**src/design/bts_pkg.sv**
```systemverilog
// Shared types and constants of the bilinear texture sampler.
// No dependencies.
`default_nettype none
package bts_pkg;

  localparam int unsigned XW        = 8;             // texel column bits
  localparam int unsigned YW        = 8;             // texel row bits
  localparam int unsigned MAX_W     = 1 << XW;
  localparam int unsigned MAX_H     = 1 << YW;
  localparam int unsigned CH_BITS   = 16;
  localparam int unsigned WB        = 8;             // weight fraction bits
  localparam int unsigned CW        = 17;            // Q1.16 coordinate
  localparam int unsigned SW        = 9;             // size register width
  localparam int unsigned PW        = SW + CW;       // size * coord
  localparam int unsigned WW        = 2 * WB + 1;    // blend weight
  localparam int unsigned TW        = 3 * CH_BITS;   // one RGB texel
  localparam int unsigned BAW       = (XW - 1) + (YW - 1);
  localparam int unsigned BANK_DEPTH = 1 << BAW;
  localparam int unsigned PRODW     = CH_BITS + WW;
  localparam int unsigned SUMW      = PRODW + 2;

  localparam logic [CW-1:0] ONE_Q16  = CW'(65536);
  localparam logic [PW-1:0] HALF_Q16 = PW'(32768);

  localparam logic KIND_WRITE  = 1'b0;
  localparam logic KIND_SAMPLE = 1'b1;
  localparam logic MODE_NEAREST = 1'b0;
  localparam logic MODE_BILINEAR = 1'b1;

  typedef enum logic [1:0] {
    CFG_WIDTH  = 2'd0,
    CFG_HEIGHT = 2'd1,
    CFG_MODE   = 2'd2
  } cfg_idx_e;

  // Request after index and weight selection.
  typedef struct packed {
    logic              kind;
    logic [XW-1:0]     ix;
    logic [YW-1:0]     iy;
    logic [WB-1:0]     fx;
    logic [WB-1:0]     fy;
    logic [XW-1:0]     wx;
    logic [YW-1:0]     wy;
    logic [TW-1:0]     wdata;
  } coord_t;

  // Side data that travels beside the store read.
  typedef struct packed {
    logic          ix0;
    logic          iy0;
    logic [WB-1:0] fx;
    logic [WB-1:0] fy;
  } fetch_t;

endpackage
`default_nettype wire

```
**src/design/bts_outq.sv**
```systemverilog
// Two-entry output queue; its fill level sets the pipeline advance.
// Depends on bts_pkg.
`default_nettype none
module bts_outq (
  input  wire logic                 clk_i,
  input  wire logic                 rst_ni,
  input  wire logic                 push_i,
  input  wire logic [bts_pkg::TW-1:0] data_i,
  output logic                      room_o,
  output logic                      valid_o,
  input  wire logic                 ready_i,
  output logic [bts_pkg::TW-1:0]    data_o
);
  import bts_pkg::*;

  logic [TW-1:0] mem_q [2];
  logic          wp_q, rp_q;
  logic [1:0]    cnt_q, cnt_d;
  logic          pop;

  assign valid_o = (cnt_q != 2'd0);
  assign room_o  = (cnt_q != 2'd2);
  assign pop     = valid_o && ready_i;
  assign data_o  = mem_q[rp_q];

  always_comb begin
    cnt_d = cnt_q;
    if (push_i && !pop) cnt_d = cnt_q + 2'd1;
    else if (pop && !push_i) cnt_d = cnt_q - 2'd1;
  end

  always_ff @(posedge clk_i or negedge rst_ni) begin
    if (!rst_ni) begin
      wp_q  <= 1'b0;
      rp_q  <= 1'b0;
      cnt_q <= 2'd0;
    end else begin
      cnt_q <= cnt_d;
      if (push_i) wp_q <= ~wp_q;
      if (pop)    rp_q <= ~rp_q;
    end
  end

  always_ff @(posedge clk_i) begin
    if (push_i) begin
      mem_q[wp_q] <= data_i;
    end
  end

endmodule
`default_nettype wire

```
**config.mk**
```make
export PLATFORM = sky130hd
export DESIGN_NAME = bts_outq
export DESIGN_NICKNAME = d
export VERILOG_FILES = /design/src/design/bts_pkg.sv /design/src/design/bts_outq.sv
export SDC_FILE = /design/constraint.sdc
export NUM_CORES = 1
export LEC_CHECK = 0
export BUFFER_PORTS_ARGS = -buffer_cell sky130_fd_sc_hd__clkbuf_2
export CAP_MARGIN = 20
export CORE_MARGIN = 1.5
export CORE_UTILIZATION = 40
export CTS_CLUSTER_DIAMETER = 80
export DETAILED_ROUTE_END_ITERATION = 10
export MAX_ROUTING_LAYER = met4
export PLACE_DENSITY = 0.69
export SLEW_MARGIN = 20
export SYNTH_ARGS = -nofsm -noshare
export SYNTH_HDL_FRONTEND = slang
export SYNTH_SLANG_ARGS = --single-unit
```
**constraint.sdc**
```tcl
create_clock -name clk_i -period 3.56 [get_ports clk_i]
set_input_delay 1.068 -clock clk_i [delete_from_list [all_inputs] [get_ports clk_i]]
set_output_delay 1.068 -clock clk_i [all_outputs]
set_load 0.01 [all_outputs]
```
# Word-level counts from Yosys, hierarchy flattened
# Memory sizes are Yosys's and may differ from the RTL's.
# Index checks and enable logic that the tools add are counted.
# word_totals
register_bits	4
ram_bits	96
in_bits	52
output_inout_bits	50
word_cells	20
mem_count	1
# op_classes
addsub	2
n_eq_ne	1
n_mux	4
bitwise_logic	2
n_reduce_logical	7
# memory_table
memory	depth	width	read_ports	rd_ports_with_merged_regs	write_ports	line	source
mem_q	2	48	1	0	1	bts_outq.sv:16	logic [TW-1:0] mem_q [2];
# op_table
operator	count
$mux W2	2
$reduce_bool A2 Y1	2
$logic_and A1 B1 Y1	3
$add A2 B1 Y2 const B	1
$logic_not A1 Y1	2
$mux W1	2
$ne A2 B2 Y1 const B	1
$not A1 Y1	2
$sub A2 B1 Y2 const B	1

# Longest topological paths before layout
# Gate-level depths: netlist (run 1).
# depth
depth_word	5
depth_mapped	6
depth_no_buf	6

# Worst setup path before layout (run 1)
# OpenSTA, ideal clock, no wires.
# synth_path
path_type	input to register
from	input push_i
to	memory mem_q[0][0] (netlist bit), enable pin
setup_time_ns	0.459
t_arrival_ns	3.199
required_ns	3.101
path_slack_ns	-0.098
path_stages	1
n_path_buf	0
path_cell_list	nor2b_1
# synth_via
elab_chain_cells	2
# synth_rtl
element	line	source
start: declaration	bts_outq.sv:7	input wire logic push_i,
$mux W1	bts_outq.sv:45	if (push_i) begin
$mux W1 (implied by the code)	bts_outq.sv:46	mem_q[wp_q] <= data_i;
end: declaration	bts_outq.sv:16	
# No other way between the ends.

# Final worst setup path (run 1)
# layout_path
from	register rp_q
to	output data_o[34] (netlist bit)
# layout_via
elab_chain_cells	1
# layout_rtl
element	line	source
start: declaration	bts_outq.sv:17	logic wp_q, rp_q;
start signal: assignment	bts_outq.sv:40	if (pop) rp_q <= ~rp_q;
$mem_v2 Z2 W48	--	
end: declaration	bts_outq.sv:12	output logic [bts_pkg::TW-1:0] data_o
# No other way between the ends.

==> results of run 1 <==
-- power breakdown --
part / internal [mW] / switching (mW) / leakage, nW
clock: 0.333 / 0.385 / 0.102
combinational: 0.526 / 0.509 / 0.724
sequential: 1.56 / 0.116 / 0.947
-- logic make-up (layout without fill, tap and decap cells) --
kind of cell | Yosys count | in the layout | share of synthesized area (%)
XOR/XNOR | 5 | 5 | 1.18
adder cells (fa/ha/maj) | 1 | 1 | 0.338
buffers and inverters | 5 | 121 | 1.32
flip-flops | 100 | 100 | 80.6
multiplexers | 48 | 48 | 15.6
AND/OR/NAND/NOR | 6 | 6 | 0.880
-- routing by layer --
layer  share of wire [%]  vias up  wire, um
met5                   0        -         0
met4                 1.3        0        81
met3                 6.5        9       397
met2                  48       68      2950
met1                  44      891      2710
li1                    -      872         -
-- state kept, by name, summed over array words and instances (netlist names) --
name / cells
wp_q: 1
rp_q: 1
cnt_q: 2
mem_q: 96
-- worst max-delay path by stage --
stage	end	cells past startpoint
after floorplan	mem_q[0][0]$_DFFE_PP_	1
after detailed placement	data_o[35]	3
after global placement	data_o[38]	3
final	data_o[34]	3
after global routing	data_o[38]	3
after CTS	data_o[35]	3
-- area by class of cell --
cell class | count | area, um^2
fill | 760 | 4300
multi-input combinational | 60 | 676
clock buffer | 10 | 128
sequential | 100 | 2980
clock inverter | 6 | 70.1
timing repair buffer | 105 | 561
tap | 108 | 135
-- through the flow --
step	setup WS, ps	utilization (%)	total power, mW
2_1_floorplan	797	-	2.38
3_3_place_gp	969	49.2	2.75
5_1_grt	495	51.5	3.62
3_5_place_dp	957	49.2	2.77
4_1_cts	561	51.5	3.49
6_report	602	51.5	3.43
-- worst register-to-register path: stages, from the launching register on --
cell and delay (ps):
dfrtp_1 430, and2_2 580, buf_12 270
-- layout by cell type (no fill, tap or decap) --
master	synthesis	routed
xor2_1	3	3
mux2_2	38	38
buf_12	0	2
clkinv_4	0	1
clkbuf_2	0	101
or2_2	1	1
clkbuf_8	0	9
and2_2	0	1
ha_1	1	1
nor2b_4	0	1
clkinv_2	0	1
dfrtp_1	4	3
mux2_4	10	10
buf_4	3	2
edfxtp_1	96	96
xnor2_1	2	2
clkbuf_1	0	1
nor2_1	1	1
nand2_1	1	1
inv_6	0	3
dfrtp_2	0	1
bufinv_16	0	1
nand2b_1	1	1
==> results by group, run 1 <==
Critical path
  – CP bufs+invs: 2
  – Critical path type: reg -> out
  – WP data arrival: 1890 ps
  – Worst Path Required: 2490 ps
  – Critical Path Max Stage Delay: 730 ps
  – Reg2Reg Launch Point: wp_q$_DFFE_PN0P_
  – CP Launch Type: flop
  – FF-to-FF path depth: 2
  – Worst reg2reg path endpoint: mem_q[1][15]$_DFFE_PP_
  – Slowest cell on the critical path: dfrtp_2
  – Worst setup path start: rp_q$_DFFE_PN0P_
  – Cell chain of the critical path: buf_12 -> mux2_2 -> clkbuf_2
  – CP top delay family: flip-flops
  – Critical Path Fanout Max: 28
  – Flop2flop setup slack: 1970 ps
  – Setup crit end kind: output pin

Clock network
  – Clock-pin transition on the worst setup and hold timing paths: approximately 80 ps
  – Root cell of the clock tree: clkbuf_8
  – Post-CTS Resized: 0
  – Post-CTS Setup Bufs: 0
  – Sink Count: 100
  – CTS tree: done
  – H-tree depth: 3
  – Number of clock buffers inserted by TritonCTS: 9
  – Clock Path Buffers: 2
  – Clk Latency, worst-skew pair: 350 ps
  – Hold-fix buffers, CTS: 0

Timing
  – Max Clock Freq: 0.338 GHz
  – Post-layout min period: 2960 ps
  – Final hold viol count: 0
  – RSZ-0062 raised after global routing: false
  – WHS: 493 ps
  – Final setup violating endpoints: 0
  – Worst Skew: ~13 ps
  – Part of the cycle the worst path needs: 83.1%
  – Slew @ Worst Pin: slightly above 600 ps
  – Max_slew headroom: about three fifths
  – Setup tns final: 0 ps
  – Max-slew violation count: 0

Min path
  – Min-delay src: cnt_q[1]$_DFFE_PN0P_
  – Hold worst-path end: cnt_q[1]$_DFFE_PN0P_
  – Hold path cells: 1
  – HP Class: reg -> reg

Global routing
  – GRT met2 Usage: between 20% and 30%
  – Pin count of the biggest net entering global routing: 29
  – Vias in the first global route: 1925
  – Global route hottest layer: met2
  – Gr usage total: between 10% and 20%
  – Gr ovfl total: 0
  – M1 GR Usage: about 16%
  – Antenna violations before repair: 0
  – Met3 usage: about 4.7%
  – First-pass GRT wire length: 9.57 mm

Drt
  – Drt pass-1 iters: 4
  – Routed wire per std cell: between 15 and 20 um
  – Routed Antenna Nets: 0
  – Vias per cell: 4.73
  – Number of remaining DRC errors: 0
  – Iteration-0 DRC Markers: between 40 and 50
  – Vias: ~1800
  – Total Wirelength: 6.14 mm

Yosys
  – Ys flop type: edfxtp_1
  – List of most frequent post-synthesis cells: 96 x edfxtp_1, 38 x mux2_2, 10 x mux2_4
  – Synth cell types: 16
  – Synth top area share: 77.9%
  – Synth Register Bits: 100
  – Post-synth ARST share: approximately 4%
  – Synth Instances: approximately 170
  – Mapped Nets: around 220
  – Yosys warning total: 0
  – Avg Cell Area, Syn: 22.4 um^2
  – EDFF count, synth: 96
  – Register area share after synthesis: 80.6%
  – Synth top area cells: edfxtp_1 78%, mux2_2 12%, mux2_4 4.1%
  – Area leader, netlist: edfxtp_1
  – Mapped cell area: between 0.003 and 0.004 mm^2
  – Most frequent cell after synthesis: edfxtp_1

Placed design
  – Routability cong.: between 0.6 and 0.7
  – HPWL after detailed placement: around 4.1 mm
  – Input/output buffers: 101
  – Post-DP Area: between 0.004 and 0.005 mm^2
  – Placed cells: between 300 and 400

Floorplan
  – Initial Util: around two fifths
  – Die Width: around 99 um
  – Core box area: 0.00885 mm^2
  – Die H: between 90 and 100 um
  – Io pins: around 100
  – Die area: around 0.0098 mm^2
  – Row cnt: 34

Run
  – Max_cap viols: 0

Power
  – Peak VDD IR: ~0.00036 V
  – P per Cell Area: 754 mW/mm^2
  – Leak Pwr: approximately 1.8 nW

Run status
  – Run status: complete, no violations

Final layout
  – Final Cell Area: 0.00455 mm^2
  – Share of layout cells above drive strength 1: 61.2%
  – Area Growth Syn to Fin: 23.1%
  – # diodes: 0
  – Final Net Count: about 330
  – Layout Cells excl Fill: between 300 and 400
Power figures use the tool's default switching activity.
==> run 2: changes to the inputs <==
==> constraint.sdc (replaced) <==
create_clock -name clk_i -period 3 [get_ports clk_i]
set_input_delay 0.9 -clock clk_i [delete_from_list [all_inputs] [get_ports clk_i]]
set_output_delay 0.9 -clock clk_i [all_outputs]
set_load 0.01 [all_outputs]
==> run 2 against run 1 <==
  * Wire length is 1.8% lower
  * First-iteration DRC count is the same
  * Total power is 17% higher
  * Die area unchanged
  * Sequential power grew 15%
  * Combinational power increased by 23%
  * Largest cell class unchanged
  * Critical endpoint is now data_o[16]
  * Cell count increased by 0.26%
  * Clock power up 14%
  * Non-clock buffer count up 1
==> results by group, run 2 (synthesis gave the netlist of run 1 again) <==
Timing
  – Part of the cycle the worst path needs: 83.5%
  – RSZ-0062 raised after global routing: false
  – Post-layout min period: approximately 2500 ps
  – Max-slew violation count: 0 (unchanged)
  – Setup tns final: 0 ps (unchanged)
  – Max_slew headroom: 59.4% (+0.19 points)
  – Worst Skew: 9.87 ps (-3.12 ps)
  – Slew @ Worst Pin: 610 ps (-2.92 ps)
  – WHS: 354 ps (-139 ps)
  – Max Clock Freq: between 0.3 and 0.4 GHz
  – Final setup violating endpoints: 0 (unchanged)
  – Final hold viol count: 0 (unchanged)
  – Final WS setup: 495 ps (-106 ps)

Global routing
  – Vias in the first global route: 1881 (-2.3%)
  – Gr usage total: 12.7% (-0.69 points)
  – Pin count of the biggest net entering global routing: 29 (unchanged)
  – Gr ovfl total: 0 (unchanged)
  – First-pass GRT wire length: 9.05 mm (-5.5%)
  – Antenna violations before repair: 0 (unchanged)

Final layout
  – Layout Cells excl Fill: 390 (+0.26%)
  – Top reg by flops: mem_q
  – Seq. cell area: 0.00298 mm^2 (unchanged)
  – # diodes: 0 (unchanged)
  – Area Growth Syn to Fin: 22.8%
  – Commonest non-fill, non-tap cell in the layout: clkbuf_2
  – Commonest non-fill, non-tap cells in the layout: 101 x clkbuf_2, 96 x edfxtp_1, 38 x mux2_2
  – Fillers: 751 (-1.2%)
  – Largest register FFs: 96 (unchanged)
  – Share of layout cells above drive strength 1: 61.0% (-0.22 points)
  – Final Net Count: 330 (+0.30%)
  – Top Registers: mem_q (96), cnt_q (2)
  – Layout Utilization: 51.3% (-0.13 points)
  – Multi-input gate area in the final layout: 676 um^2 (unchanged)

Critical path
  – FF-to-FF path depth: 2 (unchanged)
  – Setup crit end kind: output pin
  – Critical path type: reg -> out
  – Worst reg2reg path endpoint: mem_q[1][15]$_DFFE_PP_
  – Worst Path Required: 2100 ps (-390 ps)
  – Reg2Reg Launch Point: wp_q$_DFFE_PN0P_
  – WP data arrival: 1600 ps (-290 ps)
  – Worst setup path start: rp_q$_DFFE_PN0P_
  – Flop2flop setup slack: 1410 ps (-560 ps)
  – End point of the critical path: data_o[16]
  – CP Launch Type: flop
  – Critical Path Fanout Max: 28 (unchanged)

Clock network
  – Root cell of the clock tree: clkbuf_8
  – CTS tree: done
  – Clock-pin transition on the worst setup and hold timing paths: 80 ps (about the same)
  – Clk Latency, worst-skew pair: 350 ps (about the same)
  – Post-CTS Setup Bufs: 0 (unchanged)
  – Sink Count: 100 (unchanged)
  – Post-CTS Resized: 0 (unchanged)
  – Hold-fix buffers, CTS: 0 (unchanged)
  – H-tree depth: 3 (unchanged)
  – Clock Path Buffers: 2 (unchanged)
  – Number of clock buffers inserted by TritonCTS: 9 (unchanged)

Placed design
  – Routability cong.: 0.649 (-2.0%)
  – Pre-CTS setup slack: 793 ps (-164 ps)
  – Input/output buffers: 101 (unchanged)
  – Placed cells: 374 (+0.27%)
  – HPWL after detailed placement: 4.02 mm (-0.83%)

Run status
  – Run status: complete, no violations

Floorplan
  – Initial Util: 41.8% (unchanged)
  – Die H: 99.2 um (unchanged)
  – Core box area: 0.00885 mm^2 (unchanged)
  – Die Width: 99.2 um (unchanged)
  – Row cnt: 34 (unchanged)
  – Die area: 0.00983 mm^2 (unchanged)
  – Io pins: 102 (unchanged)

Drt
  – Routed Antenna Nets: 0 (unchanged)
  – Total Wirelength: 6.03 mm (-1.8%)
  – Routed wire per std cell: 15.5 um (-2.0%)
  – Number of remaining DRC errors: 0 (unchanged)
  – Iteration-0 DRC Markers: 44 (unchanged)
  – Vias per cell: 4.79 (+1.4%)
  – Vias: 1870 (+1.6%)
  – Drt pass-1 iters: 4 (unchanged)

Power
  – P per Cell Area: 886 mW/mm^2 (+18%)
  – Peak VDD IR: 0.000450 V (+25%)
  – Leak Pwr: 1.77 nW (-0.42%)

Min path
  – HP Class: in -> async

Run
  – Max_cap viols: 0 (unchanged)
run 2: cell types whose count changed in the layout (fill, tap and decap cells not counted), sizes merged:
| cell | change |
|---|---|
| clkbuf | +1 |
| clkinvlp | +1 |
| inv | -2 |
| buf | +1 |
run 2: where the power goes:
| group | total [mW] | switching [mW] | internal, mW |
|---|---|---|---|
| combinational | 1.27 | 0.658 | 0.615 |
| clock | 0.822 | 0.432 | 0.390 |
| sequential | 1.93 | 0.0754 | 1.86 |
| total | 4.03 | 1.17 | 2.86 |
run 2: routing by layer:
layer	global-route usage [%]	up-vias	wire length [um]	share of wire [%]
met1	14.7	928	2470	41
met4	5.85	0	68	1.1
met5	-	-	0	0
met2	20.8	68	3130	52
li1	-	868	-	-
met3	3.51	6	356	5.9
run 2: how the worst min path moves through the flow:
stage                                 to                 start  cells past startpoint  slack, ps
global route        cnt_q[0]$_DFFE_PN0P_                rst_ni                      1        340
global placement    cnt_q[1]$_DFFE_PN0P_  cnt_q[1]$_DFFE_PN0P_                      1        480
CTS                 cnt_q[0]$_DFFE_PN0P_                rst_ni                      1        330
detailed placement  cnt_q[1]$_DFFE_PN0P_  cnt_q[1]$_DFFE_PN0P_                      1        490
floorplan           cnt_q[1]$_DFFE_PN0P_  cnt_q[1]$_DFFE_PN0P_                      1        460
finish                  wp_q$_DFFE_PN0P_                rst_ni                      1        350
run 2: cell type report:
| class | instances | area share, % |
|---|---|---|
| clock inverter | 5 | 1.32 |
| multi-input combinational | 60 | 14.9 |
| timing repair buffer | 106 | 12.2 |
| sequential | 100 | 65.7 |
| tap | 108 | 2.98 |
| clock buffer | 11 | 2.89 |
run 2: worst max-delay path, cell delays in order, from the launching register on:
cell      delay (ps)
dfrtp_2          360
buf_4            360
mux2_2           400
clkbuf_2         130
run 2: per-stage QoR:
| stage | power [mW] | instance area (um^2) |
|---|---|---|
| final | 4.03 | 4540 |
| after global routing | 4.24 | 4540 |
| after CTS | 4.09 | 4540 |
| after detailed placement | 3.26 | 4350 |
| after global placement | 3.24 | 4350 |
| after floorplan | 2.82 | 3700 |
==> run 3: changes to the inputs <==
--- a/config.mk
+++ b/config.mk
@@ -5,6 +5,7 @@
 export SDC_FILE = /design/constraint.sdc
 export NUM_CORES = 1
 export LEC_CHECK = 0
+export ABC_AREA = 1
 export BUFFER_PORTS_ARGS = -buffer_cell sky130_fd_sc_hd__clkbuf_2
 export CAP_MARGIN = 20
 export CORE_MARGIN = 1.5
==> constraint.sdc (replaced) <==
create_clock -name clk_i -period 2.4 [get_ports clk_i]
set_input_delay 0.72 -clock clk_i [delete_from_list [all_inputs] [get_ports clk_i]]
set_output_delay 0.72 -clock clk_i [all_outputs]
set_load 0.01 [all_outputs]
==> run 3 against run 2 <==
  * Clock-buffer cell count rose by 1
  * Die area grew 0.39%
  * Design area rose by 0.50%
  * Critical path depth is 2 higher
  * Sequential power increased by 25%
  * Via count increased by 23%
==> results by group, run 3 <==
Global routing
  – Antenna violations before repair: 0 (unchanged)
  – GRT met2 Usage: 23.3% (+2.5 points)
  – Gr usage total: 14.6% (+1.9 points)
  – First-pass GRT wire length: 10.6 mm (+17%)
  – Vias in the first global route: 2281 (+21%)
  – Global route hottest layer: met2
  – Met3 usage: 3.30% (-0.21 points)
  – M1 GR Usage: 18.0% (+3.3 points)
  – Pin count of the biggest net entering global routing: 49 (+69%)
  – Gr ovfl total: 0 (unchanged)

Critical path
  – Critical path type: reg -> out
  – Critical Path Fanout Max: 25 (-11%)
  – Critical Path Max Stage Delay: 430 ps (+30 ps)
  – CP top delay family: buffers and inverters
  – Flop2flop setup slack: 1020 ps (-390 ps)
  – Worst Path Required: 1680 ps (-420 ps)
  – Slowest cell on the critical path: dfrtp_2
  – Worst setup path start: rp_q$_DFFE_PN0P_
  – Cell chain of the critical path: inv_2 -> buf_4 -> nand2_1 -> nand2_1 -> clkbuf_2
  – CP Launch Type: flop
  – WP data arrival: 1420 ps (-180 ps)
  – Setup crit end kind: output pin
  – Reg2Reg Launch Point: cnt_q[0]$_DFFE_PN0P_
  – CP bufs+invs: 3 (+1)
  – CP dominant cell by count: nand2_1

Timing
  – Max Clock Freq: 0.466 GHz
  – Final WS setup: 256 ps (-239 ps)
  – Final setup violating endpoints: 0 (unchanged)
  – Setup tns final: 0 ps (unchanged)
  – RSZ-0062 raised after global routing: false
  – Final hold viol count: 0 (unchanged)
  – Worst Skew: 15.9 ps (+6.06 ps)
  – Max-slew violation count: 0 (unchanged)
  – Part of the cycle the worst path needs: 89.3%
  – Max_slew headroom: 73.8% (+14 points)
  – Post-layout min period: between 2000 and 2500 ps
  – Slew @ Worst Pin: 393 ps (-216 ps)

Power
  – Leak Pwr: 2.00 nW (+13%)
  – Sw Pwr: 1.77 mW (+52%)
  – Logic pwr share: 33.7% (+2.1 points)
  – Power Internal: 3.42 mW (+19%)
  – P per Cell Area: 1140 mW/mm^2 (+28%)
  – Clock power frac: 19.7% (-0.7 points)
  – Switching part of the total: 34.2% (+5.2 points)
  – Peak VDD IR: 0.000459 V (+2.1%)
  – Seq pwr share: 46.6% (-1.4 points)

Drt
  – Total Wirelength: 6.71 mm (+11%)
  – Iteration-0 DRC Markers: 79 (+80%)
  – Routed Antenna Nets: 0 (unchanged)
  – Vias per cell: 4.59 (-4.4%)
  – Drt pass-1 iters: 4 (unchanged)
  – Number of remaining DRC errors: 0 (unchanged)
  – Routed wire per std cell: 13.4 um (-13%)
  – Vias: 2293 (+23%)

Yosys
  – Yosys warning total: 0 (unchanged)
  – Synth Register Bits: 100 (unchanged)
  – Synth top area cells: edfxtp_1 78%, nand2_1 16%, dfrtp_1 2.7%
  – Synth Instances: 279 (+69%)
  – Mapped cell area: 0.00371 mm^2 (+0.41%)
  – Mapped Nets: 332 (+52%)
  – Most frequent cell after synthesis: nand2_1
  – EDFF count, synth: 96 (unchanged)
  – Synth cell types: 14 (-2)
  – Avg Cell Area, Syn: 13.3 um^2 (-41%)
  – List of most frequent post-synthesis cells: 154 x nand2_1, 96 x edfxtp_1, 7 x buf_2
  – Register area share after synthesis: 80.3% (-0.33 points)
  – Ys flop type: edfxtp_1
  – Post-synth ARST share: 4.00% (unchanged)
  – Area leader, netlist: edfxtp_1
  – Synth top area share: 77.6% (-0.32 points)

Placed design
  – Routability cong.: 0.788 (+21%)
  – Input/output buffers: 101 (unchanged)
  – HPWL after detailed placement: 4.49 mm (+12%)
  – Pre-CTS setup slack: 608 ps (-186 ps)
  – Post-DP Area: 0.00438 mm^2 (+0.60%)

Clock network
  – Clock-pin transition on the worst setup and hold timing paths: 100 ps (+20 ps)
  – Number of clock buffers inserted by TritonCTS: 9 (unchanged)
  – Hold-fix buffers, CTS: 0 (unchanged)
  – Sink Count: 100 (unchanged)
  – Post-CTS Resized: 0 (unchanged)
  – Clk Latency, worst-skew pair: 350 ps (about the same)
  – Post-CTS Setup Bufs: 0 (unchanged)
  – Clock Path Buffers: 2 (unchanged)
  – H-tree depth: 3 (unchanged)
  – CTS tree: done
  – Root cell of the clock tree: clkbuf_8

Floorplan
  – Die area: 0.00987 mm^2 (+0.39%)
  – Die Width: 99.4 um (+0.20%)
  – Die H: 99.4 um (+0.20%)
  – Initial Util: 42.0% (+0.17 points)
  – Row cnt: 34 (unchanged)
  – Io pins: 102 (unchanged)
  – Core box area: 0.00885 mm^2 (unchanged)

Min path
  – HP Class: in -> async

Final layout
  – Fillers: 786 (+4.7%)
  – Layout Utilization: 51.6% (+0.25 points)
  – Area Growth Syn to Fin: 22.9% (about the same)
  – Commonest non-fill, non-tap cells in the layout: 154 x nand2_1, 101 x clkbuf_2, 96 x edfxtp_1
  – # diodes: 0 (unchanged)
  – Top reg by flops: mem_q
  – Commonest non-fill, non-tap cell in the layout: nand2_1
  – Share of layout cells above drive strength 1: 31.9% (-29 points)
  – Final Cell Area: 0.00456 mm^2 (+0.50%)
  – Final Net Count: 440 (+33%)
  – Largest register FFs: 96 (unchanged)
  – Top Registers: mem_q (96), cnt_q (2)

Run
  – Max_cap viols: 0 (unchanged)

Run status
  – Run status: complete, no violations
## run 3: changes by cell type after synthesis, moves of 2 or more
| cell | before | now |
|---|---|---|
| buf_2 | 0 | 7 |
| nand2_1 | 1 | 154 |
| xor2_1 | 3 | 1 |
| mux2_2 | 38 | 0 |
| buf_6 | 1 | 3 |
| inv_1 | 0 | 6 |
| mux2_4 | 10 | 0 |
| nand3_1 | 0 | 2 |
| buf_4 | 3 | 1 |
## run 3: stage by stage
step	power [mW]	instances	hold slack (ps)
3_5_place_dp	4.25	484	499
5_1_grt	5.51	500	139
4_1_cts	5.26	500	140
2_1_floorplan	3.52	279	424
6_report	5.19	500	152
3_3_place_gp	4.21	484	483
## run 3: kinds of logic (layout without fill, tap and decap cells)
kind of cell  count (synthesis)  in the layout  share of synthesized area [%]
fa+ha+maj                     1              1                          0.337
simple gates                158            158                           16.1
flops                       100            100                           80.3
buf+inv                      18            131                           2.76
xor+xnor                      2              2                          0.472
## run 3: final cells by class
| class | count | area [um^2] | share of cell area [%] |
|---|---|---|---|
| Inverter | 7 | 26.3 | 0.576 |
| Clock buffer | 12 | 135 | 2.96 |
| Tap cell | 108 | 135 | 2.96 |
| Sequential cell | 100 | 2980 | 65.4 |
| Clock inverter | 4 | 52.6 | 1.15 |
| Multi-Input combinational cell | 161 | 636 | 13.9 |
| Timing Repair Buffer | 108 | 596 | 13.0 |
## run 3: metal layers
layer  up-vias  share of wire, %  wire, um
li1       1145                 -         -
met1      1075                45      3010
met2        68                49      3300
met3         5               4.6       311
met4         0               1.2        78
met5         -                 0         0
## run 3: worst paths after layout
path                            depth (start not counted)              endpoint
worst min register to register                          1  cnt_q[0]$_DFFE_PN0P_
worst max-delay path                                    5            data_o[20]
max in group asynchronous                               1  cnt_q[1]$_DFFE_PN0P_
worst max register to register                          8  cnt_q[1]$_DFFE_PN0P_
min in group clk_i                                      1  cnt_q[0]$_DFFE_PN0P_
worst min-delay path                                    1      wp_q$_DFFE_PN0P_
## run 3: power by group through the flow
stage / Sequential [mW] / Combinational, mW / Clock (mW)
3_3_place_gp: 2.45 / 1.77 / 0
3_5_place_dp: 2.46 / 1.79 / 0
4_1_cts: 2.42 / 1.79 / 1.05
5_1_grt: 2.45 / 1.96 / 1.10
2_1_floorplan: 2.44 / 1.08 / 0
6_report: 2.41 / 1.75 / 1.02
## run 3: worst reg2reg max path: cells and delay by family (launching register included)
| family | cells | cell delay, ps |
|---|---|---|
| DFF | 1 | 400 |
| buffers and inverters | 2 | 180 |
| adders and majority gates | 1 | 320 |
| and+or+nand+nor | 5 | 390 |
