--- config.mk ---
export PLATFORM = sky130hd
export DESIGN_NAME = bts_coord
export DESIGN_NICKNAME = d
export VERILOG_FILES = /design/src/design/bts_pkg.sv /design/src/design/bts_coord.sv
export SDC_FILE = /design/constraint.sdc
export NUM_CORES = 1
export LEC_CHECK = 0
export BUFFER_PORTS_ARGS = -buffer_cell sky130_fd_sc_hd__buf_2
export CORE_UTILIZATION = 54
export DETAILED_ROUTE_END_ITERATION = 12
export PLACE_DENSITY = 0.84
export SLEW_MARGIN = 20
export SYNTH_ARGS = -nofsm -noshare
export SYNTH_HDL_FRONTEND = slang
export SYNTH_SLANG_ARGS = --single-unit
--- constraint.sdc ---
create_clock -name clk_i -period 3.63 [get_ports clk_i]
set_input_delay 0.363 -clock clk_i [delete_from_list [all_inputs] [get_ports clk_i]]
set_output_delay 0.363 -clock clk_i [all_outputs]
set_load 0.005 [all_outputs]
--- src/design/bts_pkg.sv ---
// Shared types and constants of the bilinear texture sampler.
// No dependencies.
`default_nettype none
package bts_pkg;

  localparam int unsigned XW        = 8;             // texel column bits
  localparam int unsigned YW        = 8;             // texel row bits
  localparam int unsigned MAX_W     = 1 << XW;
  localparam int unsigned MAX_H     = 1 << YW;
  localparam int unsigned CH_BITS   = 16;
  localparam int unsigned WB        = 8;             // weight fraction bits
  localparam int unsigned CW        = 17;            // Q1.16 coordinate
  localparam int unsigned SW        = 9;             // size register width
  localparam int unsigned PW        = SW + CW;       // size * coord
  localparam int unsigned WW        = 2 * WB + 1;    // blend weight
  localparam int unsigned TW        = 3 * CH_BITS;   // one RGB texel
  localparam int unsigned BAW       = (XW - 1) + (YW - 1);
  localparam int unsigned BANK_DEPTH = 1 << BAW;
  localparam int unsigned PRODW     = CH_BITS + WW;
  localparam int unsigned SUMW      = PRODW + 2;

  localparam logic [CW-1:0] ONE_Q16  = CW'(65536);
  localparam logic [PW-1:0] HALF_Q16 = PW'(32768);

  localparam logic KIND_WRITE  = 1'b0;
  localparam logic KIND_SAMPLE = 1'b1;
  localparam logic MODE_NEAREST = 1'b0;
  localparam logic MODE_BILINEAR = 1'b1;

  typedef enum logic [1:0] {
    CFG_WIDTH  = 2'd0,
    CFG_HEIGHT = 2'd1,
    CFG_MODE   = 2'd2
  } cfg_idx_e;

  // Request after index and weight selection.
  typedef struct packed {
    logic              kind;
    logic [XW-1:0]     ix;
    logic [YW-1:0]     iy;
    logic [WB-1:0]     fx;
    logic [WB-1:0]     fy;
    logic [XW-1:0]     wx;
    logic [YW-1:0]     wy;
    logic [TW-1:0]     wdata;
  } coord_t;

  // Side data that travels beside the store read.
  typedef struct packed {
    logic          ix0;
    logic          iy0;
    logic [WB-1:0] fx;
    logic [WB-1:0] fy;
  } fetch_t;

endpackage
`default_nettype wire

--- src/design/bts_coord.sv ---
// Coordinate stages: clamp and scale u,v, then pick texel indices and weights.
// Depends on bts_pkg.
`default_nettype none
module bts_coord (
  input  wire logic                  clk_i,
  input  wire logic                  rst_ni,
  input  wire logic                  en_i,
  input  wire logic                  valid_i,
  input  wire logic                  kind_i,
  input  wire logic [bts_pkg::XW-1:0] texel_x_i,
  input  wire logic [bts_pkg::YW-1:0] texel_y_i,
  input  wire logic [bts_pkg::TW-1:0] wdata_i,
  input  wire logic [bts_pkg::CW-1:0] coord_u_i,
  input  wire logic [bts_pkg::CW-1:0] coord_v_i,
  input  wire logic [bts_pkg::SW-1:0] tex_width_i,
  input  wire logic [bts_pkg::SW-1:0] tex_height_i,
  input  wire logic                  filter_mode_i,
  output logic                       valid_o,
  output bts_pkg::coord_t            coord_o
);
  import bts_pkg::*;

  // Stage A: products
  logic           va_q;
  logic           kind_q, mode_q;
  logic [XW-1:0]  wx_q;
  logic [YW-1:0]  wy_q;
  logic [TW-1:0]  wdata_q;
  logic [PW-1:0]  px_q, py_q;
  logic [SW-1:0]  sx_q, sy_q;
  logic [SW-1:0]  sx_d, sy_d;
  logic [CW-1:0]  u_c, v_c;

  // Stage B
  logic    vb_q;
  coord_t  cb_q, cb_d;

  function automatic logic [SW-1:0] eff_size(input logic [SW-1:0] v, input logic [SW-1:0] mx);
    logic [SW-1:0] r;
    r = v;
    if (v == '0) r = SW'(1);
    else if (v > mx) r = mx;
    return r;
  endfunction

  always_comb begin
    sx_d = eff_size(tex_width_i, SW'(MAX_W));
    sy_d = eff_size(tex_height_i, SW'(MAX_H));
    u_c  = (coord_u_i > ONE_Q16) ? ONE_Q16 : coord_u_i;
    v_c  = (coord_v_i > ONE_Q16) ? ONE_Q16 : coord_v_i;
  end

  always_ff @(posedge clk_i or negedge rst_ni) begin
    if (!rst_ni) begin
      va_q <= 1'b0;
      vb_q <= 1'b0;
    end else if (en_i) begin
      va_q <= valid_i;
      vb_q <= va_q;
    end
  end

  always_ff @(posedge clk_i) begin
    if (en_i) begin
      kind_q  <= kind_i;
      mode_q  <= filter_mode_i;
      wx_q    <= texel_x_i;
      wy_q    <= texel_y_i;
      wdata_q <= wdata_i;
      sx_q    <= sx_d;
      sy_q    <= sy_d;
      px_q    <= PW'(sx_d) * PW'(u_c);
      py_q    <= PW'(sy_d) * PW'(v_c);
      cb_q    <= cb_d;
    end
  end

  // Index and weight along one axis; nearest mode keeps the weight at zero.
  function automatic logic [SW+WB-1:0] axis(input logic [PW-1:0] p, input logic [SW-1:0] sz,
                                            input logic mode);
    logic [PW-1:0]    xs;
    logic [PW-16-1:0] q;
    logic [SW-1:0]    lim, ix;
    logic [WB-1:0]    wt;
    logic             neg;
    neg = (p < HALF_Q16);
    xs  = p - HALF_Q16;
    lim = sz - SW'(1);
    q   = (mode == MODE_NEAREST) ? p[PW-1:16] : xs[PW-1:16];
    if (mode != MODE_NEAREST && neg) begin
      q = '0;
    end
    ix = (q > (PW-16)'(lim)) ? lim : SW'(q);
    wt = xs[15 -: WB];
    if (mode == MODE_NEAREST || neg || ix == lim) begin
      wt = '0;
    end
    return {ix, wt};
  endfunction

  always_comb begin
    logic [SW+WB-1:0] ax, ay;
    ax = axis(px_q, sx_q, mode_q);
    ay = axis(py_q, sy_q, mode_q);
    cb_d.kind  = kind_q;
    cb_d.ix    = ax[WB +: XW];
    cb_d.fx    = ax[WB-1:0];
    cb_d.iy    = ay[WB +: YW];
    cb_d.fy    = ay[WB-1:0];
    cb_d.wx    = wx_q;
    cb_d.wy    = wy_q;
    cb_d.wdata = wdata_q;
  end

  assign valid_o = vb_q;
  assign coord_o = cb_q;

endmodule
`default_nettype wire

After elaboration in Yosys (flattened, before gate mapping). Index checks and enable logic that the tools add are counted.

Bits of input ports: 122. Word-level logic and storage cells: 56. Bits in registers: 235. Output and inout bits: 98.

Equality and inequality tests: 2. Multiplexer cells: 12. $mul: 2. Reduce and logical (&&, ||, !) cells: 8. Order comparisons: 8. Add/subtract/negate cells: 4. Bitwise logic cells: 1.

Operators by type and width (number): 2-to-1 mux 9 bit (6); < comparator 26 x 16 -> 1 bit, second input constant (2); multiplier 9 x 17 -> 26 bit (2); subtractor 26 x 16 -> 26 bit, second input constant (2); 2-to-1 mux 10 bit (4); greater-than comparator 17 bit, second input constant (2); 2-to-1 mux 17 bit (2); greater-than comparator 10 x 9 -> 1 bit (2); == test 9 bit (2); greater-than comparator 9 bit, second input constant (2); zero test 9 bit (2); subtractor 9 x 1 -> 9 bit, second input constant (2); logical OR 1 bit (4); logical AND 1 bit (2); inverter 1 bit (1).

Logic depth before layout (Yosys ltp). Gate-level depths: netlist (run 1).

Depth in word-level cells: 7. Mapped depth: 24. Mapped depth without buffers: 21.

Worst setup path after synthesis (run 1). No wires, ideal clock.

Kind: input -> register. Start point: input coord_v_i[7] (netlist name). End point: register py_q[22] (data pin). Buffers on the path: 2. Stages on the path: 22. Path slack: -2.642 ns. Data arrival time: 6.015 ns. Library setup time: 0.258 ns. Cell sequence: buf_2 > nor4_2 > a41oi_4 > nor3_1 > clkbuf_1 > nand2_1 > fa_1 > inv_1 > fa_1 > fa_1 > inv_1 > fa_1 > inv_1 > ha_1 > a21oi_1 > o21ai_0 > a21o_1 > o32a_4 > a31o_4 > a311o_1 > a21oi_1 > xnor2_1.

Cells in the longest elaborated chain, start to end: 3.

Ends and longest elaborated chain: start: declaration (line bts_coord.sv:14) `input wire logic [bts_pkg::CW-1:0] coord_v_i,`; greater-than comparator 17 bit (line bts_coord.sv:50) `v_c = (coord_v_i > ONE_Q16) ? ONE_Q16 : coord_v_i;`; 2-to-1 mux 17 bit (*) (line bts_coord.sv:50); multiplier 9 x 17 -> 26 bit (*) (line bts_coord.sv:73) `py_q <= PW'(sy_d) * PW'(v_c);`; end signal: assignment (line bts_coord.sv:73); end: declaration (line bts_coord.sv:29) `logic [PW-1:0] px_q, py_q;`.

Every way passes the cells marked *; elsewhere a longest branch is shown, timed or not. A chain may end at the register's enable or synchronous reset.

Worst setup path in the final report (run 1).
Start point: input coord_u_i[12] (netlist name). End point: register px_q[22] (data pin).

Cells in the longest elaborated chain, start to end: 3.

Ends and longest elaborated chain: start: declaration (line bts_coord.sv:13) `input wire logic [bts_pkg::CW-1:0] coord_u_i,`; greater-than comparator 17 bit (line bts_coord.sv:49) `u_c = (coord_u_i > ONE_Q16) ? ONE_Q16 : coord_u_i;`; 2-to-1 mux 17 bit (*) (line bts_coord.sv:49); multiplier 9 x 17 -> 26 bit (*) (line bts_coord.sv:72) `px_q <= PW'(sx_d) * PW'(u_c);`; end signal: assignment (line bts_coord.sv:72); end: declaration (line bts_coord.sv:29).

Marked as above.

==> results.ini, run 1 <==
[status]
run_status = finished with violations
failed_checks = setup timing

[layout]
utilization = 0.702
antenna_cells = 0
layout.area.seq_um2 = 6570
finish.net_count = 2497
area_used_by_multi_input_combinational_logic_um2 = 10700
fraction_of_layout_cells_with_a_size_suffix_above_1 = 0.324
final_instance_area_um2 = 22800
filler_cell_count = 2226
layoutNonFillerInstCount = 2513
area_growth_syn_to_layout_pct = 27.8

[route]
drt_first_pass_iters = 5
ant_nets = 0
routedWlPerCell_um = 16.8
number_of_vias_per_cell_after_detailed_routing = 5.15
detailroute.via_count = 12900
wl_mm = 42.3
dr.first_iter.drc_count = 682
drc = 0

[power]
power_density_nw_per_um2 = 352
ir_worst_vdd_v = 0.000350
power_leakage_uw = 0.0108
totalPowerFinal_uw = 8040

[setup_path]
critPathArrivalTime_ns = 5.59
cp-startpoint = coord_u_i[12]
r2r_cell_count = 15
required_ns = 3.88
setup.worst_path.start_class = input port
maximum_fanout_encountered_on_the_critical_timing_path = 10
regToRegStartpoint = py_q[21]
critical_path_class = in -> reg
timing.critical_path.to_type = flip-flop

[yosys]
synth.ff_latch_count = 219
most_used_flip_flop_cell_after_synthesis = sky130_fd_sc_hd__edfxtp_1
synthesis.area_um2 = 17900
synthesis.area_per_instance_um2 = 11.1
synth_enable_flop_cells = 217
ys_async_sr_fraction = 0.00913
synth-seq-area-share = 0.368
synth_warnings = 0
synth_cells = 1604
yosys.cell_types.count = 73
synth.net_count = 2042

[die]
die_h_um = 184
fp.dieW_um = 184
floorplan.die_area_um2 = 33800
fp-row-count = 66
num_io_pins = 220
start_util = 0.549
core_um2 = 32500

[sta]
grt_setup_unrepaired = yes
crit_share_post_route = 1.47
timing_max_transition_violations_final = 0
final.setup_skew_ns = 0.0125
minimum_clock_period_after_layout_ns = 5.35
final_worst_setup_slack_ns = -1.72
worst_slew_margin_rel = 0.421
timing_hold_violations_final = 0
achievable_clock_frequency_mhz = 187
report.final.setup_viol = 36
timing_worst_slew_pin_value_ns = 0.868

[cts]
clockBufferDepth = 3
clkTransAtPathRegs_ns = 0.06
clock_tree_from_tritoncts = yes
h-tree-depth = 1
cts_root_buffer = sky130_fd_sc_hd__clkbuf_16
clock_sink_count = 219
source_to_sink_clock_delay_at_the_later_pin_of_the_worst_skew_pair_ns = 0.49
number_of_buffers_created_by_cts = 20

[worst_hold_path]
hp-start = texel_y_i[5]
whs_path_depth = 1
hp-class = in -> reg

[placed_design]
post_place_cell_area_um2 = 21500
hpwlAfterDp_mm = 34.2
dp_slack_ns = -2.37
place_inst = 2441
routabilityCongestion = 0.937
numPortBuffers = 219

[flow_run]
max_cap_viol_count = 0

[grt]
grt_antenna_before_repair = 1
track_usage = 0.250
grt_max_degree = 103
via_count_of_the_first_global_routing_pass = 13700
overflow = 0
global_route_wire_length_before_repair_mm = 66.7

## synth_stat cells (8+ instances only)
master / n / area (um^2)
sky130_fd_sc_hd__a21o_1: 10 / 75.1
sky130_fd_sc_hd__a21oi_1: 45 / 225
sky130_fd_sc_hd__and2_1: 178 / 1110
sky130_fd_sc_hd__buf_2: 11 / 55.1
sky130_fd_sc_hd__clkbuf_1: 32 / 120
sky130_fd_sc_hd__edfxtp_1: 217 / 6520
sky130_fd_sc_hd__fa_1: 210 / 4200
sky130_fd_sc_hd__ha_1: 106 / 1330
sky130_fd_sc_hd__inv_1: 299 / 1120
sky130_fd_sc_hd__mux2i_1: 11 / 110
sky130_fd_sc_hd__nand2_1: 150 / 563
sky130_fd_sc_hd__nand2b_1: 9 / 56.3
sky130_fd_sc_hd__nand4_1: 8 / 50.1
sky130_fd_sc_hd__nor2_1: 57 / 214
sky130_fd_sc_hd__nor2b_1: 26 / 163
sky130_fd_sc_hd__nor3_1: 20 / 100
sky130_fd_sc_hd__nor4_1: 13 / 81.3
sky130_fd_sc_hd__o21a_1: 10 / 75.1
sky130_fd_sc_hd__o21ai_0: 15 / 75.1
sky130_fd_sc_hd__xnor2_1: 44 / 385
sky130_fd_sc_hd__xor2_1: 23 / 201
## report_power, final
group / leakage [uW] / total, uW / switching [uW] / internal [uW]
sequential: 0.00215 / 3270 / 126 / 3140
clock: 0.000294 / 1930 / 845 / 1080
combinational: 0.00840 / 2850 / 1500 / 1350
total: 0.0108 / 8040 / 2470 / 5570
## final cells by class
class	instances	share of cell area
Clock buffer	22	0.0222
Multi-Input combinational cell	1029	0.469
Clock inverter	12	0.00422
Inverter	299	0.0491
Sequential cell	219	0.288
Tap cell	442	0.0242
Timing Repair Buffer	490	0.144
## critical path, stage by stage
cell and delay (ns):
sky130_fd_sc_hd__buf_2 0.12, sky130_fd_sc_hd__nor4_4 0.33, sky130_fd_sc_hd__a41oi_2 0.18, sky130_fd_sc_hd__buf_12 0.19
sky130_fd_sc_hd__nor2_4 0.27, sky130_fd_sc_hd__and2_4 0.21, sky130_fd_sc_hd__fa_1 0.40, sky130_fd_sc_hd__fa_1 0.51
sky130_fd_sc_hd__inv_1 0.05, sky130_fd_sc_hd__fa_1 0.48, sky130_fd_sc_hd__fa_1 0.53, sky130_fd_sc_hd__inv_2 0.07
sky130_fd_sc_hd__ha_4 0.27, sky130_fd_sc_hd__nand4_1 0.12, sky130_fd_sc_hd__nor2_1 0.11, sky130_fd_sc_hd__or4b_4 0.49
sky130_fd_sc_hd__a31oi_4 0.21, sky130_fd_sc_hd__a41oi_2 0.17, sky130_fd_sc_hd__o21ai_2 0.23, sky130_fd_sc_hd__a31oi_1 0.13
sky130_fd_sc_hd__xnor2_1 0.14
## state kept, by name, summed over array words and instances, names as in the netlist
name     cells
kind_q       1
va_q         1
sy_q         9
valid_o      1
px_q        18
mode_q       1
wdata_q     48
sx_q         9
py_q        18
coord_o     97
wy_q         8
wx_q         8
## final timing paths
kind                               endpoint  slack, ns
worst max-delay path               px_q[22]      -1.72
worst min register to register   coord_o[7]       0.41
max in group asynchronous              va_q       3.34
worst min-delay path                wy_q[5]       0.04
min in group asynchronous           valid_o       0.19
worst max register to register  coord_o[66]       0.05
## cells in the final DEF, fill, tap and decap left out, types with 10 or more instances in the layout
cell type                   netlist  final
sky130_fd_sc_hd__a21o_1          10     10
sky130_fd_sc_hd__a21oi_1         45     26
sky130_fd_sc_hd__a21oi_2          0     18
sky130_fd_sc_hd__and2_1         178    172
sky130_fd_sc_hd__buf_2           11    213
sky130_fd_sc_hd__buf_4            1    250
sky130_fd_sc_hd__buf_6            0     20
sky130_fd_sc_hd__clkbuf_16        0     20
sky130_fd_sc_hd__edfxtp_1       217    217
sky130_fd_sc_hd__fa_1           210    207
sky130_fd_sc_hd__ha_1           106     93
sky130_fd_sc_hd__inv_1          299    290
sky130_fd_sc_hd__mux2i_1         11     11
sky130_fd_sc_hd__nand2_1        150    132
sky130_fd_sc_hd__nand2_2          0     12
sky130_fd_sc_hd__nor2_1          57     44
sky130_fd_sc_hd__nor2b_1         26     17
sky130_fd_sc_hd__nor3_1          20     14
sky130_fd_sc_hd__o21a_1          10     10
sky130_fd_sc_hd__o21ai_0         15     10
sky130_fd_sc_hd__xnor2_1         44     42
sky130_fd_sc_hd__xor2_1          23     21
## metrics by stage
step / hold slack, ns / setup TNS (ns)
floorplan: 0.0674 / -59.51
global route: 0.0113 / -59.40
CTS: 0.0133 / -51.16
global placement: 0.148 / -69.48
detailed placement: 0.151 / -75.29
finish: 0.0374 / -52.65
## what timing repair did
| item | in CTS | in global routing |
|---|---|---|
| endpoints found under the setup margin | 52 | 68 |
| pin swaps | 35 | 38 |
| cloned | 0 | 1 |
| setup buffers | 18 | 22 |
| gates resized for setup | 61 | 59 |
| hold buffers | 1 | 0 |
| hold endpoints to repair | 2 | 0 |
## layer usage
metal  wire length, um  share of wire  GRT usage
met1             16600           0.39      0.302
met2             21700           0.51      0.454
met3              2800          0.066     0.0388
met4              1230          0.029     0.0827
met5                13        0.00031          0
## kinds of logic after synthesis
logic type,after synthesis,share of synthesized area
buf+inv,356,0.0763
fa+ha+maj,316,0.310
xor+xnor,67,0.0328
simple gates,502,0.151
mux,15,0.00931
compound gates,129,0.0536
flops,219,0.368
Note: power is estimated with default switching activity, not from simulation.
==> inputs of run 2 (changes only) <==
Clock period 3.63 ns to 4.7 ns, I/O delays scaled along.
==> results.ini, run 2 (synthesized netlist as in run 1, its figures left out) <==
[status]
run_status = finished with violations
failed_checks = setup timing

[route]
route.met2.wl_mm = 21.1  ; -2.7%
drc = 0  ; unchanged
dr.first_iter.drc_count = 684  ; +0.29%
drt_first_pass_iters = 5  ; unchanged
met3_length_mm = 2.63  ; -6.1%
routedWlPerCell_um = 16.7  ; -0.85%
ant_nets = 0  ; unchanged
maxUsedRoutingLayer = met5
wl_mm = 41.3  ; -2.3%
number_of_vias_per_cell_after_detailed_routing = 5.20  ; +1.1%
routedLengthMet1_mm = 16.5  ; -0.77%
detailroute.via_count = 12900  ; -0.38%

[layout]
area_used_by_multi_input_combinational_logic_um2 = 10600  ; -1.2%
layoutNonFillerInstCount = 2477  ; -1.4%
layout.cells.most_common = sky130_fd_sc_hd__inv_1
number_of_flip_flops_in_the_largest_register = 97  ; unchanged
layout.area.seq_um2 = 6570  ; unchanged
finish.net_count = 2458  ; -1.6%
filler_cell_count = 2212  ; -0.63%
area_growth_syn_to_layout_pct = 26.1
layout_common_cells = sky130_fd_sc_hd__inv_1 (290), sky130_fd_sc_hd__edfxtp_1 (217), sky130_fd_sc_hd__buf_2 (211)
fraction_of_layout_cells_with_a_size_suffix_above_1 = 0.299  ; -0.0246

[sta]
timing_max_transition_violations_final = 0  ; unchanged
timing_hold_violations_final = 0  ; unchanged
sum_of_negative_setup_slack_ns = -18.65  ; +34.00 ns
grt_setup_unrepaired = yes
achievable_clock_frequency_mhz = 182
final.setup_skew_ns = 0.0119  ; -0.000619 ns
report.final.setup_viol = 35  ; -2.8%
crit_share_post_route = 1.17
minimum_clock_period_after_layout_ns = 5.51
final_worst_setup_slack_ns = -0.808  ; +0.909 ns
worst_slew_margin_rel = 0.422  ; +0.000524
timing_worst_slew_pin_value_ns = 0.867  ; -0.000787 ns

[grt]
grt_max_degree = 106  ; +2.9%
via_count_of_the_first_global_routing_pass = 13600  ; -0.60%
overflow = 0  ; unchanged
track_usage = 0.245  ; -0.00467
global_route_wire_length_before_repair_mm = 66.0  ; -1.1%
grt_antenna_before_repair = 2  ; +1

[die]
floorplan.die_area_um2 = 33800  ; unchanged
die_h_um = 184  ; unchanged
fp.dieW_um = 184  ; unchanged
fp-row-count = 66  ; unchanged
num_io_pins = 220  ; unchanged
start_util = 0.549  ; unchanged
core_um2 = 32500  ; unchanged

[power]
comb_power_share = 0.326  ; -0.028
p_sw_frac = 0.298  ; -0.00900
power_report.internal_total_uw = 4410  ; -21%
ir_worst_vdd_v = 0.000223  ; -36%
power_leakage_uw = 0.0106  ; -1.9%
clock_power_share = 0.270  ; +0.030
power.switching_uw = 1870  ; -24%
sequentialPowerShare = 0.404  ; -0.002
power_density_nw_per_um2 = 279  ; -21%

[placed_design]
place_inst = 2410  ; -1.3%
dp_slack_ns = -1.38  ; +0.989 ns
routabilityCongestion = 0.947  ; +1.1%
hpwlAfterDp_mm = 32.9  ; -3.7%
numPortBuffers = 219  ; unchanged

[cts]
clockBufferDepth = 3  ; unchanged
number_of_buffers_created_by_cts = 21  ; +5.0%
clock_sink_count = 219  ; unchanged
h-tree-depth = 1  ; unchanged
source_to_sink_clock_delay_at_the_later_pin_of_the_worst_skew_pair_ns = 0.49  ; about the same
clock_tree_from_tritoncts = yes
cts_root_buffer = sky130_fd_sc_hd__clkbuf_16
clkTransAtPathRegs_ns = 0.06  ; about the same

[setup_path]
timing.critical_path.to_type = flip-flop
required_ns = 4.94  ; +1.06 ns
critPathArrivalTime_ns = 5.74  ; +0.15 ns
regToRegStartpoint = mode_q
cp-startpoint = coord_u_i[12]
cells_along_the_critical_path = buf_2, nor4_4, a41oi_2, buf_12, nor2_4, buf_4, nand2_4, fa_1, inv_1, fa_1, fa_1, inv_1, fa_1, inv_2, ha_4, nand4_1, nor2_1, or4b_4, a31oi_4, a41oi_2, o21ai_2, a31oi_1, xnor2_1
buffers_and_inverters_on_the_worst_path = 6  ; +2
timing.critical_path.slowest_cell_delay_ns = 0.55  ; +0.02 ns
maximum_fanout_encountered_on_the_critical_timing_path = 10  ; unchanged
setup.worst_path.start_class = input port
worst_path_most_repeated_cell = sky130_fd_sc_hd__fa_1
critical_path_class = in -> reg
critical_path.top_delay_family = adder cells
slowest_stage = sky130_fd_sc_hd__fa_1

[worst_hold_path]
hp-start = wdata_i[10]
hp-class = in -> reg

[flow_run]
max_cap_viol_count = 0  ; unchanged

==> run 2: changes by cell type in the layout (fill, tap and decap cells not counted), sizes merged <==
cell and delta:
diode +1, buf -40, clkbuf +6, bufinv +2, clkinvlp -1, inv +1, clkinv -5
==> run 2: through the flow <==
step	utilization	hold WS (ns)	power (uW)	instance area (um^2)
after CTS	0.686	0.125	6260	22300
final	0.692	0.150	6270	22500
after global placement	0.652	0.255	4400	21200
after global routing	0.692	0.121	6620	22500
after detailed placement	0.652	0.257	4500	21200
after floorplan	-	0.174	3760	18600
==> run 2: what timing repair did <==
| item | CTS | global route |
|---|---|---|
| setup buffers | 19 | 13 |
| setup endpoints to repair | 36 | 36 |
| hold buffers | 1 | 0 |
| endpoints found under the hold margin | 2 | 0 |
| pin swaps | 34 | 34 |
| resized for setup | 55 | 35 |
==> run 2: power by group through the flow <==
stage / clock (uW) / sequential (uW) / combinational, uW
floorplan: 0 / 2550 / 1200
global placement: 0 / 2560 / 1850
detailed placement: 0 / 2570 / 1930
CTS: 1730 / 2530 / 1990
global route: 1800 / 2550 / 2270
finish: 1690 / 2530 / 2050
==> run 2: area by class of cell <==
cell class / count / share of cell area
multi-input combinational: 1029 / 0.470
clock inverter: 9 / 0.00583
clock buffer: 28 / 0.0254
sequential: 219 / 0.292
inverter: 299 / 0.0498
timing repair buffer: 450 / 0.133
antenna: 1 / 0.000111
tap: 442 / 0.0246
==> run 2: final timing paths <==
kind	to	slack [ns]	cells past startpoint
worst max-delay path	px_q[22]	-0.81	23
min in group asynchronous	va_q	0.31	2
max in group asynchronous	valid_o	4.30	2
worst min register to register	coord_o[39]	0.41	0
worst max register to register	coord_o[75]	0.64	13
worst min-delay path	wdata_q[10]	0.15	1
==> run 2: layer usage <==
metal | up-vias | GRT usage
li1 | 5985 | -
met1 | 6342 | 0.299
met2 | 465 | 0.446
met4 | 2 | 0.0813
met3 | 88 | 0.0341
met5 | - | 0
==> inputs of run 3 (changes only) <==
Settings changed: ABC_AREA set to 1, CORE_UTILIZATION 54 to 55, PLACE_DENSITY 0.84 to 0.85.
==> results.ini, run 3 <==
[power]
power_density_nw_per_um2 = 281  ; +1.0%
power_report.internal_total_uw = 4670  ; +5.9%
power.switching_uw = 2440  ; +31%
comb_power_share = 0.421  ; +0.095
power_leakage_uw = 0.0123  ; +16%
sequentialPowerShare = 0.357  ; -0.047
clock_power_share = 0.222  ; -0.048
ir_worst_vdd_v = 0.000274  ; +23%
totalPowerFinal_uw = 7110  ; +13%
p_sw_frac = 0.344  ; +0.0457

[route]
routedWlPerCell_um = 17.0  ; +2.1%
number_of_vias_per_cell_after_detailed_routing = 5.32  ; +2.2%
drc = 0  ; unchanged
dr.first_iter.drc_count = 1179  ; +72%
drt_first_pass_iters = 6  ; +1
ant_nets = 0  ; unchanged
detailroute.via_count = 16100  ; +25%
wl_mm = 51.6  ; +25%

[sta]
final_worst_setup_slack_ns = -0.163  ; +0.645 ns
crit_share_post_route = 1.03  ; -0.137
minimum_clock_period_after_layout_ns = 4.86  ; -0.645 ns
timing_hold_violations_final = 0  ; unchanged
grt_setup_unrepaired = yes
timing_worst_slew_pin_value_ns = 1.06  ; +0.189 ns
timing_max_transition_violations_final = 0  ; unchanged
timing.hold.ws_ns = 0.158  ; +0.00867 ns
sum_of_negative_setup_slack_ns = -1.54  ; +17.11 ns
report.final.setup_viol = 18  ; -49%
worst_slew_margin_rel = 0.296  ; -0.126
achievable_clock_frequency_mhz = 206  ; +13%
final.setup_skew_ns = 0.00840  ; -0.00348 ns

[yosys]
synth.net_count = 2477  ; +21%
yosys.cell_types.count = 46  ; -37%
synth_commonest_cells = sky130_fd_sc_hd__inv_1 (468), sky130_fd_sc_hd__nand2_1 (377), sky130_fd_sc_hd__nor2_1 (309)
synth-seq-area-share = 0.354  ; -0.0138
synthesis.area_um2 = 18600  ; +3.9%
synth.largest_area_cell = sky130_fd_sc_hd__edfxtp_1
synth_warnings = 0  ; unchanged
synth_area_leaders = sky130_fd_sc_hd__edfxtp_1 (35%), sky130_fd_sc_hd__fa_1 (23%), sky130_fd_sc_hd__inv_1 (9.5%)
synth_cells = 2039  ; +27%
most_used_flip_flop_cell_after_synthesis = sky130_fd_sc_hd__edfxtp_1
synth_enable_flop_cells = 217  ; unchanged
synth.most_common_cell = sky130_fd_sc_hd__inv_1
synthesis.area_per_instance_um2 = 9.10  ; -18%
synth.ff_latch_count = 219  ; unchanged
synth_largest_type_area_fraction = 0.351  ; -0.0137
ys_async_sr_fraction = 0.00913  ; unchanged

[setup_path]
setup.worst_path.start_class = input port
worstSetupEndpoint = px_q[22]
r2r_end = coord_o[68]
critPathArrivalTime_ns = 5.10  ; -0.64 ns
maximum_fanout_encountered_on_the_critical_timing_path = 5  ; -5
critical_path_class = in -> reg
timing.critical_path.to_type = flip-flop
cp-startpoint = tex_width_i[2]
r2r_cell_count = 22  ; +9
regToRegStartpoint = py_q[15]
regToRegSetupSlack_ns = 1.02  ; +0.38 ns
required_ns = 4.93  ; about the same

[flow_run]
max_cap_viol_count = 0  ; unchanged

[worst_hold_path]
hp-class = in -> reg

[grt]
overflow = 0  ; unchanged
grt_antenna_before_repair = 2  ; unchanged
global_route_wire_length_before_repair_mm = 74.9  ; +14%
track_usage = 0.275  ; +0.0293
via_count_of_the_first_global_routing_pass = 15600  ; +15%
grt_max_degree = 142  ; +34%

[layout]
layout_common_cells = sky130_fd_sc_hd__inv_1 (384), sky130_fd_sc_hd__nand2_1 (315), sky130_fd_sc_hd__buf_4 (279)
fraction_of_layout_cells_with_a_size_suffix_above_1 = 0.382  ; +0.0827
number_of_flip_flops_in_the_largest_register = 97  ; unchanged
area_growth_syn_to_layout_pct = 36.0
layout.cells.most_common = sky130_fd_sc_hd__inv_1
utilization = 0.768  ; +0.0762
filler_cell_count = 2014  ; -9.0%
finish.net_count = 3009  ; +22%

[die]
num_io_pins = 220  ; unchanged
core_um2 = 32900  ; +1.0%
fp-row-count = 66  ; unchanged
fp.dieW_um = 186  ; +0.99%
floorplan.die_area_um2 = 34500  ; +2.0%
die_h_um = 186  ; +0.99%
start_util = 0.565  ; +0.0156

[status]
failed_checks = setup timing
run_status = finished with violations

[placed_design]
numPortBuffers = 219  ; unchanged
hpwlAfterDp_mm = 38.3  ; +16%
routabilityCongestion = 0.942  ; -0.53%

[cts]
clockBufferDepth = 3  ; unchanged
h-tree-depth = 1  ; unchanged
clock_tree_from_tritoncts = yes
cts_root_buffer = sky130_fd_sc_hd__clkbuf_16
clkTransAtPathRegs_ns = 0.07  ; about the same
clock_sink_count = 219  ; unchanged
number_of_buffers_created_by_cts = 19  ; -9.5%
source_to_sink_clock_delay_at_the_later_pin_of_the_worst_skew_pair_ns = 0.49  ; about the same

## run 3: critical path, stage by stage
cell and delay, ns:
sky130_fd_sc_hd__buf_6 0.10, sky130_fd_sc_hd__clkinv_4 0.04, sky130_fd_sc_hd__nand4_1 0.15, sky130_fd_sc_hd__o21ai_2 0.26, sky130_fd_sc_hd__inv_4 0.11, sky130_fd_sc_hd__nor2_4 0.14
sky130_fd_sc_hd__clkinvlp_4 0.20, sky130_fd_sc_hd__buf_8 0.20, sky130_fd_sc_hd__nor2_4 0.08, sky130_fd_sc_hd__fa_1 0.44, sky130_fd_sc_hd__fa_1 0.49, sky130_fd_sc_hd__fa_1 0.56
sky130_fd_sc_hd__inv_2 0.04, sky130_fd_sc_hd__fa_1 0.54, sky130_fd_sc_hd__inv_2 0.05, sky130_fd_sc_hd__ha_4 0.21, sky130_fd_sc_hd__buf_6 0.13, sky130_fd_sc_hd__a21oi_4 0.14
sky130_fd_sc_hd__o21ai_1 0.10, sky130_fd_sc_hd__a21oi_1 0.17, sky130_fd_sc_hd__nand2_2 0.12, sky130_fd_sc_hd__a21oi_2 0.17, sky130_fd_sc_hd__nand2b_1 0.12, sky130_fd_sc_hd__nand2_1 0.05
## run 3: stage by stage
stage	instances	cell area (um^2)	setup WS [ns]
CTS	2975	23600	-0.0117
global placement	2929	22700	-0.518
detailed placement	2929	22700	-0.628
finish	3028	25300	-0.163
floorplan	2039	19300	-0.0944
global route	3027	25300	-0.287
## run 3: logic make-up (layout without fill, tap and decap cells)
logic type                 Yosys count  after routing  share of synthesized area
other                                0              3                          0
DFF                                219            219                      0.354
AOI/OAI and AO/OA                  133            133                     0.0394
xor gates and xnor gates            46             46                     0.0221
adders and majority gates          316            316                      0.298
and+or+nand+nor                    821            823                      0.184
buffers and inverters              504           1046                      0.103
## run 3: power groups by stage
stage	registers, uW	logic, uW	clock network [uW]
2_1_floorplan	2550	1490	0
5_1_grt	2560	3270	1680
4_1_cts	2540	2520	1610
3_5_place_dp	2580	2480	0
6_report	2530	2990	1580
3_3_place_gp	2560	2390	0
## run 3: timing repair
item,in CTS,in global routing
resized for setup,43,367
hold endpoints to repair,2,0
endpoints found under the setup margin,7,30
buffers inserted,12,49
hold buffers,1,0
pin swaps,17,112
gates cloned,0,4
## run 3: routing by layer
metal | part of all wire | global-route usage | routed length [um]
met1 | 0.38 | 0.351 | 19600
met2 | 0.50 | 0.484 | 25800
met3 | 0.081 | 0.0372 | 4160
met4 | 0.039 | 0.0843 | 2020
met5 | 0 | 0 | 0
## run 3: cell type report
| type | instances | area [um^2] | area share |
|---|---|---|---|
| Sequential cell | 219 | 6570 | 0.260 |
| Antenna cell | 3 | 7.51 | 0.000297 |
| Timing Repair Buffer | 538 | 3860 | 0.153 |
| Timing Repair inverter | 2 | 16.3 | 0.000644 |
| Clock buffer | 19 | 475 | 0.0188 |
| Multi-Input combinational cell | 1318 | 11800 | 0.465 |
| Clock inverter | 14 | 164 | 0.00649 |
| Inverter | 473 | 1870 | 0.0739 |
| Tap cell | 442 | 553 | 0.0219 |
## run 3: worst min-delay path by stage
stage,from,endpoint,cells past startpoint
after floorplan,rst_ni,va_q,0
after global placement,rst_ni,valid_o,1
after detailed placement,rst_ni,va_q,1
after CTS,texel_y_i[5],wy_q[5],1
after global routing,wdata_i[41],wdata_q[41],1
final,wdata_i[31],wdata_q[31],1
